`src/rtl/core/bidalloc_pkg.sv`:
```
// Shared constants and types for the bitmap id allocator.
package bidalloc_pkg;

    localparam int TotalEntries = 256;
    localparam int IdxW         = 8;
    localparam int SizeW        = 9;
    localparam int TagW         = 24;

    localparam logic [1:0] CMD_ALLOC  = 2'd0;
    localparam logic [1:0] CMD_FREE   = 2'd1;
    localparam logic [1:0] CMD_REINIT = 2'd2;
    localparam logic [1:0] CMD_BAD    = 2'd3;

    localparam logic [1:0] REG_TOP_RSV         = 2'd0;
    localparam logic [1:0] REG_RESERVED_BOTTOM = 2'd1;
    localparam logic [1:0] REG_TAG_MASK        = 2'd2;

    // map operation requested by the sequencer for one slot
    typedef enum logic [1:0] {
        MAP_NONE,
        MAP_SET,
        MAP_CLR
    } map_op_t;

    typedef struct packed {
        map_op_t          op;
        logic [IdxW-1:0]  addr;
    } map_ctrl_t;

endpackage

```
`src/rtl/core/bitmap_id_allocator_unit.sv`:
```
// Top level of the bitmap id allocator: command sequencer and result register.
//
// Usage:
//   Input channel (in_valid/in_ready) carries command, count, alignment,
//   object_in and keep_cursor. Output channel (out_valid/out_ready) carries
//   status and object_id, one result per command.
//   Configuration registers (top reserve, bottom reserve, tag mask) are
//   written through cfg_we/cfg_index/cfg_data while the block is idle.
//   One command at a time; in_ready is low while it works and while a result
//   waits to be taken.
//   Map access: the map is a RAM with a registered probe, so the search waits
//   for the probe data of each slot it looks at. Allocate searches from the
//   cursor and restarts once from zero if that pass finds no area; each pass
//   visits a usable slot at most once. Free clears at most count slots (only
//   those below the usable limit), reinitialize rewrites every map entry,
//   and an unknown command only returns a failed status.
//   Reset clears the cursor, the tag and the registers, then runs a clearing
//   pass over all map entries with in_ready low.
//   A stalled receiver holds the result; no new command is taken until the
//   result transfer completes.
module bitmap_id_allocator_unit
    import bidalloc_pkg::*;
(
    input  logic              clk,
    input  logic              rst_n,
    input  logic              in_valid,
    output logic              in_ready,
    input  logic [1:0]        command,
    input  logic [8:0]        count,
    input  logic [8:0]        alignment,
    input  logic [23:0]       object_in,
    input  logic              keep_cursor,
    output logic              out_valid,
    input  logic              out_ready,
    output logic              status,
    output logic [23:0]       object_id,
    input  logic              cfg_we,
    input  logic [1:0]        cfg_index,
    input  logic [23:0]       cfg_data
);

    typedef enum logic [3:0] {
        S_IDLE,
        S_SKIP,
        S_CHECK,
        S_RETRY,
        S_MARK,
        S_FREE,
        S_INIT,
        S_DONE
    } state_t;

    state_t              state_reg;
    logic [7:0]          rtop_reg, rbot_reg;
    logic [TagW-1:0]     tmask_reg, tag_reg;
    logic [IdxW-1:0]     cursor_reg;
    logic [SizeW-1:0]    size_reg;     // usable slots
    logic [SizeW-1:0]    cnt_reg;      // count, 1..511
    logic [IdxW-1:0]     amask_reg;
    logic [SizeW-1:0]    pos_reg;      // scan position
    logic [SizeW-1:0]    start_reg;    // candidate area start
    logic [SizeW-1:0]    k_reg;        // slots done in current pass
    logic [SizeW-1:0]    fill_reg;     // entries below this are set by the init pass
    logic                second_reg;   // searching from zero after tag advance
    logic                keep_reg;
    logic                look_reg;     // probe data for the current address is ready
    logic                boot_reg;     // clearing pass after reset, no result
    logic                out_valid_reg, status_reg;
    logic [TagW-1:0]     id_reg;

    map_ctrl_t           mctl;
    logic [IdxW-1:0]     probe_addr;
    logic                probe_used;

    logic [SizeW-1:0]    usable;
    logic [SizeW-1:0]    cnt_in;
    logic [IdxW-1:0]     amask_in;
    logic [SizeW-1:0]    aligned;
    logic [SizeW:0]      endpos;
    logic [SizeW-1:0]    chk;
    logic [TagW-1:0]     tag_adv;

    assign usable  = (rtop_reg == 8'd0) ? SizeW'(TotalEntries)
                                        : SizeW'(TotalEntries) - SizeW'(rtop_reg);
    assign cnt_in  = (count == 9'd0) ? 9'd1 : count;
    assign aligned = (pos_reg + SizeW'(amask_reg)) & ~SizeW'(amask_reg);
    assign endpos  = {1'b0, aligned} + {1'b0, cnt_reg};
    assign chk     = start_reg + k_reg;
    assign tag_adv = (tag_reg + TagW'(TotalEntries)) & tmask_reg;

    // round alignment down to a power of two, minus one
    always_comb
    begin
        amask_in = '0;
        for (int b = 8; b >= 0; b--)
        begin
            if (alignment[b] && amask_in == '0)
            begin
                amask_in = IdxW'((9'd1 << b) - 9'd1);
            end
        end
    end

    always_comb
    begin
        probe_addr = pos_reg[IdxW-1:0];
        if (state_reg == S_CHECK)
        begin
            probe_addr = chk[IdxW-1:0];
        end
    end

    bidalloc_map u_map (
        .clk        (clk),
        .rst_n      (rst_n),
        .ctrl       (mctl),
        .probe_addr (probe_addr),
        .probe_used (probe_used)
    );

    always_comb
    begin
        mctl.op   = MAP_NONE;
        mctl.addr = chk[IdxW-1:0];
        unique case (state_reg)
            S_MARK:
            begin
                mctl.op = MAP_SET;
            end
            S_FREE:
            begin
                if (chk < size_reg && k_reg < cnt_reg)
                begin
                    mctl.op = MAP_CLR;
                end
            end
            S_INIT:
            begin
                mctl.addr = pos_reg[IdxW-1:0];
                mctl.op   = (pos_reg < fill_reg) ? MAP_SET : MAP_CLR;
            end
            default: ;
        endcase
    end

    assign in_ready  = (state_reg == S_IDLE) && !out_valid_reg;
    assign out_valid = out_valid_reg;
    assign status    = status_reg;
    assign object_id = id_reg;

    always_ff @(posedge clk or negedge rst_n)
    begin
        if (!rst_n)
        begin
            state_reg     <= S_INIT;
            rtop_reg      <= '0;
            rbot_reg      <= '0;
            tmask_reg     <= '0;
            tag_reg       <= '0;
            cursor_reg    <= '0;
            out_valid_reg <= 1'b0;
            status_reg    <= 1'b0;
            id_reg        <= '0;
            size_reg      <= '0;
            cnt_reg       <= '0;
            amask_reg     <= '0;
            pos_reg       <= '0;
            start_reg     <= '0;
            k_reg         <= '0;
            fill_reg      <= '0;
            second_reg    <= 1'b0;
            keep_reg      <= 1'b0;
            look_reg      <= 1'b0;
            boot_reg      <= 1'b1;
        end
        else
        begin
            if (cfg_we)
            begin
                unique case (cfg_index)
                    REG_TOP_RSV:         rtop_reg  <= cfg_data[7:0];
                    REG_RESERVED_BOTTOM: rbot_reg  <= cfg_data[7:0];
                    REG_TAG_MASK:        tmask_reg <= cfg_data;
                    default: ;
                endcase
            end
            if (out_valid_reg && out_ready)
            begin
                out_valid_reg <= 1'b0;
            end
            unique case (state_reg)
                S_IDLE:
                begin
                    if (in_valid && in_ready)
                    begin
                        size_reg   <= usable;
                        cnt_reg    <= cnt_in;
                        amask_reg  <= amask_in;
                        keep_reg   <= keep_cursor;
                        k_reg      <= '0;
                        second_reg <= 1'b0;
                        look_reg   <= 1'b0;
                        status_reg <= 1'b0;
                        id_reg     <= '0;
                        unique case (command)
                            CMD_ALLOC:
                            begin
                                pos_reg   <= SizeW'(cursor_reg);
                                state_reg <= S_SKIP;
                            end
                            CMD_FREE:
                            begin
                                start_reg <= SizeW'(object_in[IdxW-1:0]);
                                state_reg <= S_FREE;
                            end
                            CMD_REINIT:
                            begin
                                pos_reg    <= '0;
                                fill_reg   <= (SizeW'(rbot_reg) < usable) ? SizeW'(rbot_reg)
                                                                          : usable;
                                cursor_reg <= '0;
                                tag_reg    <= '0;
                                state_reg  <= S_INIT;
                            end
                            default:
                            begin
                                status_reg <= 1'b1;
                                state_reg  <= S_DONE;
                            end
                        endcase
                    end
                end
                S_SKIP:
                begin
                    // walk past used slots, then align and bound the area
                    if (pos_reg >= size_reg)
                    begin
                        state_reg <= S_RETRY;
                    end
                    else if (!look_reg)
                    begin
                        look_reg <= 1'b1;
                    end
                    else
                    begin
                        look_reg <= 1'b0;
                        if (probe_used)
                        begin
                            pos_reg <= pos_reg + 9'd1;
                        end
                        else if (endpos > {1'b0, size_reg} || aligned < pos_reg)
                        begin
                            state_reg <= S_RETRY;
                        end
                        else
                        begin
                            start_reg <= aligned;
                            k_reg     <= '0;
                            state_reg <= S_CHECK;
                        end
                    end
                end
                S_CHECK:
                begin
                    if (k_reg == cnt_reg)
                    begin
                        k_reg     <= '0;
                        state_reg <= S_MARK;
                    end
                    else if (!look_reg)
                    begin
                        look_reg <= 1'b1;
                    end
                    else
                    begin
                        look_reg <= 1'b0;
                        if (probe_used)
                        begin
                            pos_reg   <= chk + 9'd1;
                            state_reg <= S_SKIP;
                        end
                        else
                        begin
                            k_reg <= k_reg + 9'd1;
                        end
                    end
                end
                S_RETRY:
                begin
                    if (second_reg)
                    begin
                        status_reg <= 1'b1;
                        state_reg  <= S_DONE;
                    end
                    else
                    begin
                        tag_reg    <= tag_adv;
                        second_reg <= 1'b1;
                        pos_reg    <= '0;
                        state_reg  <= S_SKIP;
                    end
                end
                S_MARK:
                begin
                    if (k_reg + 9'd1 == cnt_reg)
                    begin
                        if ((cnt_reg == 9'd1 && amask_reg == '0)
                            || start_reg == SizeW'(cursor_reg))
                        begin
                            if (start_reg + cnt_reg >= size_reg)
                            begin
                                cursor_reg <= '0;
                            end
                            else
                            begin
                                cursor_reg <= IdxW'(start_reg + cnt_reg);
                            end
                        end
                        id_reg    <= TagW'(start_reg[IdxW-1:0]) | tag_reg;
                        state_reg <= S_DONE;
                    end
                    else
                    begin
                        k_reg <= k_reg + 9'd1;
                    end
                end
                S_FREE:
                begin
                    if (k_reg >= cnt_reg || chk >= size_reg)
                    begin
                        if (!keep_reg && start_reg < SizeW'(cursor_reg))
                        begin
                            cursor_reg <= start_reg[IdxW-1:0];
                        end
                        tag_reg   <= tag_adv;
                        state_reg <= S_DONE;
                    end
                    else
                    begin
                        k_reg <= k_reg + 9'd1;
                    end
                end
                S_INIT:
                begin
                    // rewrite every map entry; the pass after reset gives no result
                    if (pos_reg == SizeW'(TotalEntries - 1))
                    begin
                        boot_reg  <= 1'b0;
                        state_reg <= boot_reg ? S_IDLE : S_DONE;
                    end
                    else
                    begin
                        pos_reg <= pos_reg + 9'd1;
                    end
                end
                S_DONE:
                begin
                    out_valid_reg <= 1'b1;
                    state_reg     <= S_IDLE;
                end
                default: state_reg <= S_IDLE;
            endcase
        end
    end

`ifndef SYNTHESIS
    a_busy_not_ready: assert property (@(posedge clk) disable iff (!rst_n)
        (state_reg != S_IDLE) |-> !in_ready)
        else $error("input taken while busy");
    a_result_after_done: assert property (@(posedge clk) disable iff (!rst_n)
        (state_reg == S_DONE) |=> out_valid)
        else $error("result missing after command");
    a_fail_zero_id: assert property (@(posedge clk) disable iff (!rst_n)
        (out_valid && status) |-> (object_id == '0))
        else $error("failed command returned an id");
`endif

endmodule

```
`src/rtl/core/bidalloc_map.sv`:
```
// Used-slot bitmap RAM: one registered probe and one write per cycle.
module bidalloc_map
    import bidalloc_pkg::*;
(
    input  logic                     clk,
    input  logic                     rst_n,
    input  map_ctrl_t                ctrl,
    input  logic [IdxW-1:0]          probe_addr,
    output logic                     probe_used
);

    logic                    used_mem [TotalEntries];
    logic                    probe_reg;

    assign probe_used = probe_reg;

    always_ff @(posedge clk)
    begin
        case (ctrl.op)
            MAP_SET: used_mem[ctrl.addr] <= 1'b1;
            MAP_CLR: used_mem[ctrl.addr] <= 1'b0;
            default: ;
        endcase
    end

    // probe data is valid the cycle after the address is presented
    always_ff @(posedge clk or negedge rst_n)
    begin
        if (!rst_n)
        begin
            probe_reg <= 1'b0;
        end
        else
        begin
            probe_reg <= used_mem[probe_addr];
        end
    end

endmodule

```
`config.mk`:
```
export PLATFORM = sky130hd
export DESIGN_NAME = bitmap_id_allocator_unit
export DESIGN_NICKNAME = d
export VERILOG_FILES = /design/src/rtl/core/bidalloc_pkg.sv /design/src/rtl/core/bitmap_id_allocator_unit.sv /design/src/rtl/core/bidalloc_map.sv
export SDC_FILE = /design/constraint.sdc
export NUM_CORES = 1
export LEC_CHECK = 0
export ABC_CLOCK_PERIOD_IN_PS = 6120
export BUFFER_PORTS_ARGS = -buffer_cell sky130_fd_sc_hd__buf_2
export CAP_MARGIN = 20
export CORE_ASPECT_RATIO = 1.75
export CORE_MARGIN = 5
export CORE_UTILIZATION = 32
export CTS_CLUSTER_DIAMETER = 30
export DETAILED_ROUTE_END_ITERATION = 8
export GPL_TIMING_DRIVEN = 0
export PLACE_DENSITY = 0.51
export SYNTH_ARGS = -nofsm -noshare
export SYNTH_HDL_FRONTEND = slang
export SYNTH_SLANG_ARGS = --single-unit
export TNS_END_PERCENT = 20
```
`constraint.sdc`:
```
create_clock -name clk -period 6.12 [get_ports clk]
set_input_delay 0.306 -clock clk [delete_from_list [all_inputs] [get_ports clk]]
set_output_delay 0.306 -clock clk [all_outputs]
set_load 0.01 [all_outputs]
```
Word level (Yosys, flattened, before mapping)
Memory sizes are Yosys's and may differ from the RTL's. A register that Yosys moved wholly into a read port is not among the register bits.
Index checks and enable logic that the tools add are counted.

cells by class
  order comparisons = 11
  muxes and demuxes = 94
  bitwise operators = 5
  equal/unequal tests = 45
  shifts and indexed selects = 0
  $mul = 0
  div/mod/pow operators = 0
  add/sub/neg operators = 9
  reductions and logical operators = 60

operators by type and width
  kind                     number
  $mux W9                  28
  $mux W24                 6
  $mux W8                  18
  $pmux W9 S5              2
  $logic_not A8 Y1         10
  $pmux W24 S3             1
  $pmux W24 S2             1
  $mux W4                  10
  $ge A9 B9 Y1             4
  $lt A9 B9 Y1             4
  $pmux W9 S2              2
  $ne A2 B2 Y1 const B     16
  $pmux W4 S7              1
  $add A9 B1 Y9 const B    3
  $add A24 B9 Y24 const B  1
  $and A24 B24 Y24         1
  $or A8 B24 Y24           1
  $pmux W8 S3              1
  $add A9 B9 Y9            2
  $eq A9 B9 Y1             2
  $eq A4 B3 Y1 const B     4
  $mux W1                  15
  $logic_and A1 B1 Y1      14
  $reduce_and A7 Y1        2
  42 further kinds         75

storage, ports and cells
  logic and storage cells = 245
  memory bits (writable) = 256
  latch bits = 0
  bits in read-only memories = 0
  output and inout bits = 27
  flip-flop bits (word level) = 168
  memories = 1

memory list
  name            depth  width  rd ports  clocked after Yosys merged registers in  write ports  line                text
  u_map.used_mem  256    1      1         1                                        1            bidalloc_map.sv:12  logic used_mem [TotalEntries];

Longest topological paths before layout
  word-level depth = 25
  mapped depth = 22

Cells and area by module
From an unflattened synthesis, not the netlist that was laid out.

second synthesis, totals
  cells, all modules = 2078
  area, all modules = 22831.9 µm²

by module, submodules not included
  module                    area an instance (µm²)  instances  cells each
  bitmap_id_allocator_unit  11468.5                 1          1268
  bidalloc_map              11363.4                 1          810

Worst setup path after synthesis
OpenSTA, ideal clock, no wires.

  path kind = reg-to-reg
  start = register start_reg[1]
  end = memory u_map.used_mem[0] (data pin)
  arrival time = 5.823 ns
  stages on the path, launching flop included = 15
  path slack = -0.477 ns
  setup time = 0.773 ns
  data required time = 5.347 ns
  cells stage by stage = dfrtp_1 ha_1 a211oi_1 o21bai_1 a2111oi_0 or3_1 xor2_1 inv_1 ha_1 o21ai_0 a21oi_1 nor3_1 a21o_1 ha_1 inv_1

on the way
  longest elaborated chain between the ends = 9

RTL lines
  item                           line                             text
  start: declaration             bitmap_id_allocator_unit.sv:61   logic [SizeW-1:0] start_reg;
  start signal: assignment       bitmap_id_allocator_unit.sv:213  start_reg <= SizeW'(object_in[IdxW-1:0]);
  start signal: assignment       bitmap_id_allocator_unit.sv:257  start_reg <= aligned;
  $add A9 B9 Y9                  bitmap_id_allocator_unit.sv:88   assign chk = start_reg + k_reg;
  $lt A9 B9 Y1                   bitmap_id_allocator_unit.sv:132  if (chk < size_reg && k_reg < cnt_reg)
  $logic_and A1 B1 Y1            bitmap_id_allocator_unit.sv:132
  $mux W2                        bitmap_id_allocator_unit.sv:132
  $pmux W2 S3                    bitmap_id_allocator_unit.sv:125  unique case (state_reg)
  $eq A2 B2 Y1                   bidalloc_map.sv:19               case (ctrl.op)
  $mux W1                        bidalloc_map.sv:19
  $mux W1 (implied by the code)  bidalloc_map.sv:21               MAP_CLR: used_mem[ctrl.addr] <= 1'b0;
  $mux W1 (no line)              --
  end: declaration               bidalloc_map.sv:12

No other way between the ends.

Worst setup path after layout
  start = register pos_reg[4]
  end = register start_reg[4]

on the way
  longest elaborated chain between the ends = 7
  elaborated cells between the ends (all ways) = 15
  classes of those cells = add/sub: 2; order compare: 3; eq/ne: 2; mux: 5; bitwise: 1; reduce/logical: 2

RTL lines
  item                                                               line                                                              text
  start: declaration                                                 bitmap_id_allocator_unit.sv:60                                    logic [SizeW-1:0] pos_reg;
  start signal: assignment                                           bitmap_id_allocator_unit.sv:208                                   pos_reg <= SizeW'(cursor_reg);
  start signal: assignment                                           bitmap_id_allocator_unit.sv:249                                   pos_reg <= pos_reg + 9'd1;
  start signal: assignment                                           bitmap_id_allocator_unit.sv:279                                   pos_reg <= chk + 9'd1;
  $add A9 B8 Y9                                                      bitmap_id_allocator_unit.sv:86                                    assign aligned = (pos_reg + SizeW'(amask_reg)) & ~SizeW'(amask_reg);
  $and A9 B9 Y9                                                      bitmap_id_allocator_unit.sv:86
  $add A9 B9 Y10 / $mux W9 (equally long branches)                   bitmap_id_allocator_unit.sv:87, bitmap_id_allocator_unit.sv:251
  $gt A10 B9 Y1 / $mux W9 (equally long branches)                    bitmap_id_allocator_unit.sv:251, bitmap_id_allocator_unit.sv:247
  $logic_or A1 B1 Y1 / $mux W9 (equally long branches)               bitmap_id_allocator_unit.sv:251, bitmap_id_allocator_unit.sv:240
  $ne A2 B2 Y1 (no line) / $mux W9 (equally long branches)           --
  $reduce_and A7 Y1 (no line) / $pmux W9 S2 (equally long branches)  --

Several ways; a longest one is shown, not always the timed one. The select of a mux whose other input is x is not followed.
A chain may end at the register's enable or synchronous reset.

==> results.json <==
{
  "status": "finished, final reports clean",
  "filler_cell_count": 7229,
  "initial_core_util": 0.3221,
  "postSynthRegisterBits": 424,
  "grt_pass1_vias": 20260,
  "synthXorXnorAreaFrac": 0.01905,
  "post_route_cells_drive_above_1_share": 0.1434,
  "worst_clock_skew_ns": 0.03824,
  "top_register": "u_map.used_mem",
  "place.detailed.instances": 3377,
  "floorplan.rows": 131,
  "max_cap_violations": 0,
  "synthSimpleGateAreaFrac": 0.1947,
  "arrival_ns": 6.38,
  "synth_area_per_cell_um2": 9.980,
  "worst-slew-pin-transition_ns": 1.076,
  "cts-root-to-sink-buffers": 3,
  "core_area_um2": 72770,
  "synth_compound_area_frac": 0.1224,
  "fp.dieH_um": 368.1,
  "period_minus_slack_ns": 5.879,
  "dr_total_vias": 19830,
  "syn_inst": 2349,
  "largest_reg_flops": 256,
  "post-route-period-util": 0.9606,
  "place.gp.congestion": 0.9611,
  "vdd.ir_drop.worst_mv": 0.2334,
  "critPathKind": "reg -> reg",
  "synth_mux_area_frac": 0.05908,
  "grt-ovfl-total": 0,
  "post_synthesis_cell_area_um2": 23440,
  "clock-root-buffer": "sky130_fd_sc_hd__clkbuf_16",
  "grt_pass1_wl_um": 130200,
  "worst_hold_path_type": "in -> reg",
  "dominant_combinational_cell_family_by_area_after_synthesis": "simple AND/OR/NAND/NOR gates",
  "crit_path_end_kind": "flop",
  "ffs_w_async_s_r_synth": 0.3962,
  "wirelength_um": 89040,
  "antenna_violations_before_repair": 3,
  "fin_nets": 2762,
  "post_drt_wl_per_cell_um": 24.91,
  "drt_pre_antenna_iters": 5,
  "dr.first_iter.drc_count": 1595,
  "yosys.area_share.adder": 0.05945,
  "flip_flop_cell_with_the_highest_count_after_synthesis": "sky130_fd_sc_hd__edfxtp_1",
  "drc": 0,
  "route.antenna.remaining_nets": 0,
  "grt_max_degree": 116,
  "synth-edff-count": 256,
  "synth_cell_types": 83,
  "worst_path_fanout_max": 9,
  "holdWs_ns": 0.03556,
  "post-dp-hpwl_um": 66630,
  "final_hold_viol_count": 0,
  "grt_use_total": 0.2186,
  "ios": 103,
  "htree_num_levels": 3,
  "clock_pin_slew_worst_setup_and_hold_paths_ns": 0.05,
  "power_density_over_cell_area_nw_per_um2": 631.7,
  "p_leak_uw": 0.01092,
  "port_buffers": 85,
  "finalSetupViolCount": 0,
  "dp_worst_setup_slack_ns": -0.08599,
  "timing.fmax_mhz": 170.1,
  "clk-insertion-delay-late_ns": 0.64,
  "synth_fp_nets": 2534,
  "postLayoutSetupSlackWorst_ns": 0.2412,
  "post-cts-setup-buffers": 0,
  "floorplan.die_area_um2": 78990,
  "dieWidth_um": 214.6,
  "area.growth.synth_to_final_pct": 21.59,
  "stdcell_count": 3575,
  "grt_setup_unrepaired": "yes",
  "synth_seq_area_share": 0.5074,
  "cp_data_required_time_ns": 6.62,
  "slew_headroom": 0.2772,
  "synthesis.yosys.warnings": 0,
  "tritoncts.num_buffers": 85,
  "cp-start-kind": "flop",
  "cts_sinks": 424,
  "report.final.slew_viol_count": 0,
  "cts_tree": "yes",
  "avgViaCountPerCell": 5.548
}
==> cell usage after synthesis, types with 15 or more instances <==
master                     instances  share of area
sky130_fd_sc_hd__mux2_2           51          0.024
sky130_fd_sc_hd__xnor2_1          34          0.013
sky130_fd_sc_hd__nand2_1         341          0.055
sky130_fd_sc_hd__inv_1            76          0.012
sky130_fd_sc_hd__o21a_1           15         0.0048
sky130_fd_sc_hd__o21ai_0         128          0.027
sky130_fd_sc_hd__a21o_1           27         0.0086
sky130_fd_sc_hd__edfxtp_1        256           0.33
sky130_fd_sc_hd__ha_1            105          0.056
sky130_fd_sc_hd__nor2_1          207          0.033
sky130_fd_sc_hd__nand3_1         115          0.025
sky130_fd_sc_hd__nor3_1          169          0.036
sky130_fd_sc_hd__dfrtp_1         165           0.18
sky130_fd_sc_hd__buf_2            29         0.0062
sky130_fd_sc_hd__mux2i_1          49          0.021
sky130_fd_sc_hd__a31oi_1          15         0.0040
sky130_fd_sc_hd__a211oi_1         27         0.0086
sky130_fd_sc_hd__a22oi_1          15         0.0048
sky130_fd_sc_hd__clkbuf_1        106          0.017
sky130_fd_sc_hd__nand4_1          30         0.0080
sky130_fd_sc_hd__a21oi_1          81          0.017
sky130_fd_sc_hd__and3_1           18         0.0048
sky130_fd_sc_hd__o31ai_1          23         0.0074
sky130_fd_sc_hd__nor2b_1          27         0.0072
sky130_fd_sc_hd__xor2_1           17         0.0064
==> per-layer routing <==
layer / track usage / up-vias / routed length [µm] / share of wire
met2: 0.4216 / 783 / 47730 / 0.54
met4: 0.1621 / 4 / 7682 / 0.086
li1: - / 9038 / - / -
met1: 0.2049 / 9704 / 29030 / 0.33
met5: 0 / - / 31 / 0.00035
met3: 0.03463 / 305 / 4559 / 0.051
==> worst paths after layout <==
kind	startpoint	end	slack [ns]	cells past startpoint
worst max-delay path	pos_reg[4]	start_reg[4]	0.24	18
worst min-delay path	object_in[5]	start_reg[5]	0.04	3
worst max register to register	pos_reg[4]	start_reg[4]	0.24	18
worst min register to register	object_id[17]	object_id[17]	0.47	2
max in group asynchronous	rst_n	cnt_reg[8]	4.89	3
min in group asynchronous	rst_n	rbot_reg[7]	0.21	2
==> cell families after synthesis <==
logic type,count (synthesis)
compound gates,436
fa+ha+maj,109
mux,115
simple gates,992
xor+xnor,51
buf+inv,222
flops,424
==> power breakdown <==
group | internal (µW) | switching, µW
clock | 2980 | 1590
sequential | 3550 | 569
combinational | 3020 | 6300
total | 9550 | 8460
==> stage by stage <==
stage	total power [µW]	TNS (ns)	utilization	cell area, µm²
final	18010	0	0.3917	28510
after global routing	18950	-0.3288	0.3917	28500
after CTS	17980	0	0.3913	28480
after detailed placement	13330	-0.7410	0.3465	25220
after global placement	13190	-504.12	0.3440	25040
after floorplan	9866	0	-	23450
==> area by class of cell <==
| class | instances | area [µm²] | share of cell area |
|---|---|---|---|
| plain buffers | 145 | 619.3 | 0.02173 |
| repair buffers | 141 | 1039 | 0.03643 |
| clock buffers | 102 | 2272 | 0.07971 |
| clock inverters | 51 | 536.8 | 0.01883 |
| inverters | 77 | 292.8 | 0.01027 |
| flip-flops and latches | 424 | 11900 | 0.4173 |
| multi-input cells | 1703 | 10680 | 0.3748 |
| well taps | 931 | 1165 | 0.04086 |
| diodes | 1 | 2.502 | 0.00008778 |
==> what timing repair did <==
action / CTS / global route
endpoints found under the setup margin: 17 / 227
hold endpoints to repair: 111 / 0
resized for setup: 9 / 25
gates cloned: 0 / 0
hold buffers: 44 / 0
==> worst max-delay path: stages (launching register included) <==
cell and delay (ns):
sky130_fd_sc_hd__dfrtp_1 0.71, sky130_fd_sc_hd__ha_1 0.40, sky130_fd_sc_hd__a21oi_2 0.27, sky130_fd_sc_hd__o21ai_0 0.18, sky130_fd_sc_hd__a21oi_1 0.34, sky130_fd_sc_hd__mux2_2 0.47
sky130_fd_sc_hd__ha_1 0.23, sky130_fd_sc_hd__or3_1 0.34, sky130_fd_sc_hd__o21a_1 0.19, sky130_fd_sc_hd__xor2_1 0.14, sky130_fd_sc_hd__ha_1 0.29, sky130_fd_sc_hd__nand4_1 0.11
sky130_fd_sc_hd__nor2_1 0.12, sky130_fd_sc_hd__a31oi_1 0.09, sky130_fd_sc_hd__o22ai_1 0.21, sky130_fd_sc_hd__and4_1 0.30, sky130_fd_sc_hd__nand3_2 0.12, sky130_fd_sc_hd__o41ai_4 0.78
sky130_fd_sc_hd__mux2_2 0.41
==> layout by cell type (no fill, tap or decap), types with 86 or more instances in the layout <==
| master | n |
|---|---|
| sky130_fd_sc_hd__nand3_1 | 115 |
| sky130_fd_sc_hd__buf_2 | 116 |
| sky130_fd_sc_hd__o21ai_0 | 128 |
| sky130_fd_sc_hd__edfxtp_1 | 256 |
| sky130_fd_sc_hd__clkbuf_1 | 100 |
| sky130_fd_sc_hd__clkbuf_16 | 86 |
| sky130_fd_sc_hd__dfrtp_1 | 165 |
| sky130_fd_sc_hd__ha_1 | 105 |
| sky130_fd_sc_hd__nand2_1 | 339 |
| sky130_fd_sc_hd__nor2_1 | 207 |
| sky130_fd_sc_hd__nor3_1 | 169 |
No activity file was read; power rests on OpenSTA's default activity.
